--- src/sv/rab_pkg.sv ---
package rab_pkg;

    typedef logic signed [31:0] coord_t;
    typedef logic signed [15:0] ang_t;

    typedef struct packed {
        ang_t ax;
        ang_t ay;
        ang_t az;
        ang_t c;
        ang_t s;
    } rot_cfg_t;

    typedef enum logic [2:0] {
        REG_AXIS_X    = 3'd0,
        REG_AXIS_Y    = 3'd1,
        REG_AXIS_Z    = 3'd2,
        REG_COS_ANGLE = 3'd3,
        REG_SIN_ANGLE = 3'd4
    } reg_idx_t;

    localparam ang_t ANG_ONE = 16'sd16384;
    localparam int ROT_STAGES  = 6;
    localparam int HULL_STAGES = 2;
    localparam int LATENCY     = ROT_STAGES + HULL_STAGES;

endpackage

--- src/sv/rab_hull.sv ---
module rab_hull
(
    input  logic            clk,
    input  logic            en,
    input  logic            has_box,
    input  rab_pkg::coord_t pt [8][3],
    output rab_pkg::coord_t lo [3],
    output rab_pkg::coord_t hi [3]
);

    rab_pkg::coord_t l1 [3][4];
    rab_pkg::coord_t h1 [3][4];
    rab_pkg::coord_t lo_next [3][2];
    rab_pkg::coord_t hi_next [3][2];
    rab_pkg::coord_t lo_part_reg [3][2];
    rab_pkg::coord_t hi_part_reg [3][2];
    rab_pkg::coord_t lo_reg [3];
    rab_pkg::coord_t hi_reg [3];
    rab_pkg::coord_t lo_fin [3];
    rab_pkg::coord_t hi_fin [3];

    // eight down to two per axis
    always_comb
    begin
        for (int i = 0; i < 3; i++)
        begin
            for (int j = 0; j < 4; j++)
            begin
                l1[i][j] = (pt[2*j][i] < pt[2*j+1][i]) ? pt[2*j][i] : pt[2*j+1][i];
                h1[i][j] = (pt[2*j][i] > pt[2*j+1][i]) ? pt[2*j][i] : pt[2*j+1][i];
            end
            for (int j = 0; j < 2; j++)
            begin
                lo_next[i][j] = (l1[i][2*j] < l1[i][2*j+1]) ? l1[i][2*j] : l1[i][2*j+1];
                hi_next[i][j] = (h1[i][2*j] > h1[i][2*j+1]) ? h1[i][2*j] : h1[i][2*j+1];
            end
        end
    end

    // absent box reads as all zero
    always_comb
    begin
        for (int i = 0; i < 3; i++)
        begin
            if (!has_box)
            begin
                lo_fin[i] = '0;
                hi_fin[i] = '0;
            end
            else
            begin
                lo_fin[i] = (lo_part_reg[i][0] < lo_part_reg[i][1]) ?
                            lo_part_reg[i][0] : lo_part_reg[i][1];
                hi_fin[i] = (hi_part_reg[i][0] > hi_part_reg[i][1]) ?
                            hi_part_reg[i][0] : hi_part_reg[i][1];
            end
        end
    end

    always_ff @(posedge clk)
    begin
        if (en)
        begin
            lo_part_reg <= lo_next;
            hi_part_reg <= hi_next;
            lo_reg      <= lo_fin;
            hi_reg      <= hi_fin;
        end
    end

    assign lo = lo_reg;
    assign hi = hi_reg;

endmodule

--- config.mk ---
export PLATFORM = sky130hd
export DESIGN_NAME = rab_hull
export DESIGN_NICKNAME = d
export VERILOG_FILES = /design/src/sv/rab_pkg.sv /design/src/sv/rab_hull.sv
export SDC_FILE = /design/constraint.sdc
export NUM_CORES = 2
export LEC_CHECK = 0
export BUFFER_PORTS_ARGS = -buffer_cell sky130_fd_sc_hd__buf_2
export CAP_MARGIN = 20
export CORE_AREA = 4 4 376 378
export DETAILED_ROUTE_END_ITERATION = 8
export DIE_AREA = 0 0 380 382
export PLACE_DENSITY_LB_ADDON = 0.1
export SLEW_MARGIN = 20
export SYNTH_ARGS = -nofsm -noshare
export SYNTH_HDL_FRONTEND = slang
export SYNTH_SLANG_ARGS = --single-unit
--- constraint.sdc ---
create_clock -name clk -period 7.9 [get_ports clk]
set_clock_uncertainty 0.1 [all_clocks]
set_input_delay 0.79 -clock clk [delete_from_list [all_inputs] [get_ports clk]]
set_output_delay 0.79 -clock clk [all_outputs]
set_load 0.02 [all_outputs]
==> results by group <==
Status
  – Status: finished, final reports clean

STA
  – Peak Freq: 151 MHz
  – Setup_tns: 0 ns
  – Max-slew headroom: 0.268
  – Hold slack: 0.434 ns
  – Unrepaired setup endpoints after global routing: no
  – Fin. Hold Viols: 0
  – Setup Viol. Count Final: 0
  – Final Max Slew Viols: 0
  – Final worst-path cycle share: 0.836
  – Fin crit period: 6.60 ns
  – Worst-Margin Slew: 1.10 ns

Yosys
  – Mapped Avg Cell Area: 9.26 um2
  – Cells after synthesis: 6285
  – Synth top area cells: edfxtp_1 30%, ha_1 20%, mux2i_1 16%
  – Syn_nets: 8007
  – Commonest cells in the netlist: 951 x ha_1, 938 x mux2i_1, 911 x inv_1
  – Synth top area share: 0.297
  – Post-synth ARST share: 0
  – Flops & latches, synth: 576
  – Top-count cell post-synth: ha_1
  – Yosys top cell by area: edfxtp_1
  – Yosys cell types: 68
  – Main synth FF type: edfxtp_1
  – Post-synthesis cell area: 58200 um2
  – EDFF count, synth: 576
  – Sequential area share after synthesis: 0.297
  – Yosys warnings: 0

Clock network
  – Hold buffer count at CTS: 0
  – H-tree levels: 3
  – CTS Buffer Depth: 3
  – Total CTS buffers: 74
  – Num Clock Sinks: 576
  – Clock Pin Slew Worst Setup and Hold Paths: 0.06 ns
  – CTS root buf: clkbuf_16
  – Later-pin clock latency in the skew report: 0.68 ns
  – Post-CTS resize count: 0
  – # Post-CTS Setup Buffers: 0
  – CTS tree: done

Final layout
  – Post-layout util: 0.494
  – Area grow syn2layout: 16.8%
  – Total Nets Final: 8888
  – Share of post-route cells with drive strength above 1: 0.174

Die
  – Die area: 145000 um2
  – Core area: 137000 um2
  – Die height: 382 um
  – Die W: 380 um
  – Initial Utilization: 0.423
  – Site Rows: 136
  – I/O pins: 963

Worst hold path
  – Hold Crit Class: in -> reg

Setup path
  – Worst-path fanout max: 21
  – CP arrival: 6.94 ns
  – Worst-path cell chain: buf_2 > inv_1 > ha_1 > a21o_1 > a221o_1 > a221o_1 > and2_1 > nor4_4 > buf_4 > mux2i_1 > ha_1 > a21o_1 > a21o_1 > a211oi_1 > o21ai_0 > a211o_1 > a31oi_1 > nor2b_1 > nand2_1 > nor2_4 > buf_12 > a221oi_2 > buf_4
  – Setup CP Type: in -> reg
  – Data required, critical path: 8.23 ns
  – Most used cell, CP: a21o_1
  – CP max stage delay: 0.72 ns
  – Setup crit end kind: flip-flop
  – Crit path launch type: input pin
  – Slowest cell on crit path: nor4_4

Detailed routing
  – Post-DRT Antenna Nets: 0
  – DRC: 0
  – Vias/cell: 5.62
  – DR vias: 51200
  – DRC marker count from the first detailed-route iteration: 4121
  – DRT met1 WL: 94600 um
  – Routed wl met2: 106000 um
  – DR WL met3: 19200 um
  – Pre-antenna DRT Iters: 6
  – Top layer reached by signal wires: met5
  – Final WL: 230000 um
  – WL per Instance: 25.3 um

Place
  – IO buf count: 962
  – GPL Wtd Cong: 0.983
  – DP Wirelength: 193000 um

Power and ir drop
  – Pwr dens: 253 nW/um2
  – VDD IR-drop max: 0.000174 V
  – Static Leak: 0.0353 uW

GRT
  – Via count of the first global-routing pass: 49700
  – Initial antenna violation count: 147
  – First-pass GRT wire length: 328000 um
  – GRT Total Usage: 0.305
  – Congestion Overflow GR: 0
  – Largest net degree at the start of global routing: 202

Job
  – Maxcap violations: 0
-- per-layer routing --
layer,up-vias,track usage
li1,24700,-
met1,24300,0.377
met2,1787,0.501
met3,423,0.0836
met4,56,0.128
met5,-,0
-- kinds of logic (layout without fill, tap and decap cells) --
group,count (synthesis),in the layout,synth area share
AO/OA/AOI/OAI,1310,1310,0.147
XOR/XNOR,2,2,0.000301
adder cells (fa/ha/maj),951,951,0.205
buffers and inverters,1146,2084,0.0754
flip-flops,576,576,0.297
multiplexers,974,974,0.168
other,0,93,0
AND/OR/NAND/NOR,1326,1326,0.107
-- power by group --
group	internal [uW]	leakage, uW	switching [uW]	total, uW
clock network	1940	0.00113	1430	3370
registers	4550	0.00574	787	5340
logic	3390	0.0285	5120	8520
total	9880	0.0353	7340	17200
-- final cells by class --
| class | instances | area (um2) |
|---|---|---|
| Fill cell | 13400 | 69600 |
| Multi-Input combinational cell | 4563 | 36800 |
| Sequential cell | 576 | 17300 |
| Timing Repair Buffer | 1040 | 5600 |
| Inverter | 911 | 3420 |
| Tap cell | 1794 | 2240 |
| Clock buffer | 92 | 1980 |
| Clock inverter | 41 | 329 |
| Antenna cell | 93 | 233 |
-- final timing paths --
| path | cells after the start | slack (ns) | start | end |
|---|---|---|---|---|
| setup / recovery | 23 | 1.30 | pt[25] | lo_part_reg[29] |
| hold / removal | 3 | 0.43 | pt[580] | hi_part_reg[36] |
| setup reg to reg | 13 | 3.19 | lo_part_reg[17] | lo[4] |
| hold reg to reg | 2 | 0.50 | lo_part_reg[60] | lo[28] |
-- cells in the final DEF (no fill, tap or decap), types with 9 or more instances in the layout --
cell type / synthesis / layout
o21a_1: 95 / 95
diode_2: 0 / 93
nor3_1: 32 / 32
nor2_1: 266 / 265
edfxtp_1: 576 / 576
nand2b_1: 29 / 29
ha_1: 951 / 950
nand4_1: 154 / 154
nand2_1: 523 / 521
and4_1: 15 / 15
o211ai_1: 20 / 20
a221o_1: 9 / 9
o21ai_1: 17 / 16
buf_2: 51 / 960
nand3_1: 140 / 139
buf_4: 6 / 64
mux2_2: 35 / 35
inv_1: 911 / 911
clkbuf_16: 0 / 77
a21oi_1: 467 / 462
a2111oi_0: 10 / 10
a211oi_1: 32 / 30
a31oi_1: 17 / 15
buf_12: 0 / 14
or3_1: 12 / 12
clkinv_1: 0 / 17
a22oi_1: 32 / 32
clkbuf_1: 163 / 15
nor4_1: 23 / 22
mux2i_1: 938 / 931
clkinv_2: 0 / 13
a21o_1: 193 / 191
a21boi_0: 34 / 34
a221oi_2: 31 / 30
nor2b_1: 94 / 94
a21bo_1: 28 / 28
o21ai_0: 213 / 213
a221oi_1: 55 / 55
-- per-stage QoR --
stage | worst slack, ns | area [um2] | instances | power, uW
detailed placement | 0.660 | 65400 | 8884 | 13800
global route | 0.980 | 67800 | 9065 | 18300
floorplan | 1.77 | 58200 | 6285 | 10600
CTS | 1.38 | 67700 | 9017 | 17300
global placement | 0.629 | 65400 | 8884 | 13700
finish | 1.30 | 67900 | 9110 | 17200
-- critical path: cells and delay by family --
kind	cells	cell delay (ns)
AND/OR/NAND/NOR	5	1.71
adder cells (fa/ha/maj)	2	0.64
AO/OA/AOI/OAI	10	2.38
buffers and inverters	5	0.96
multiplexers	1	0.43
Power figures use the tool's default switching activity.
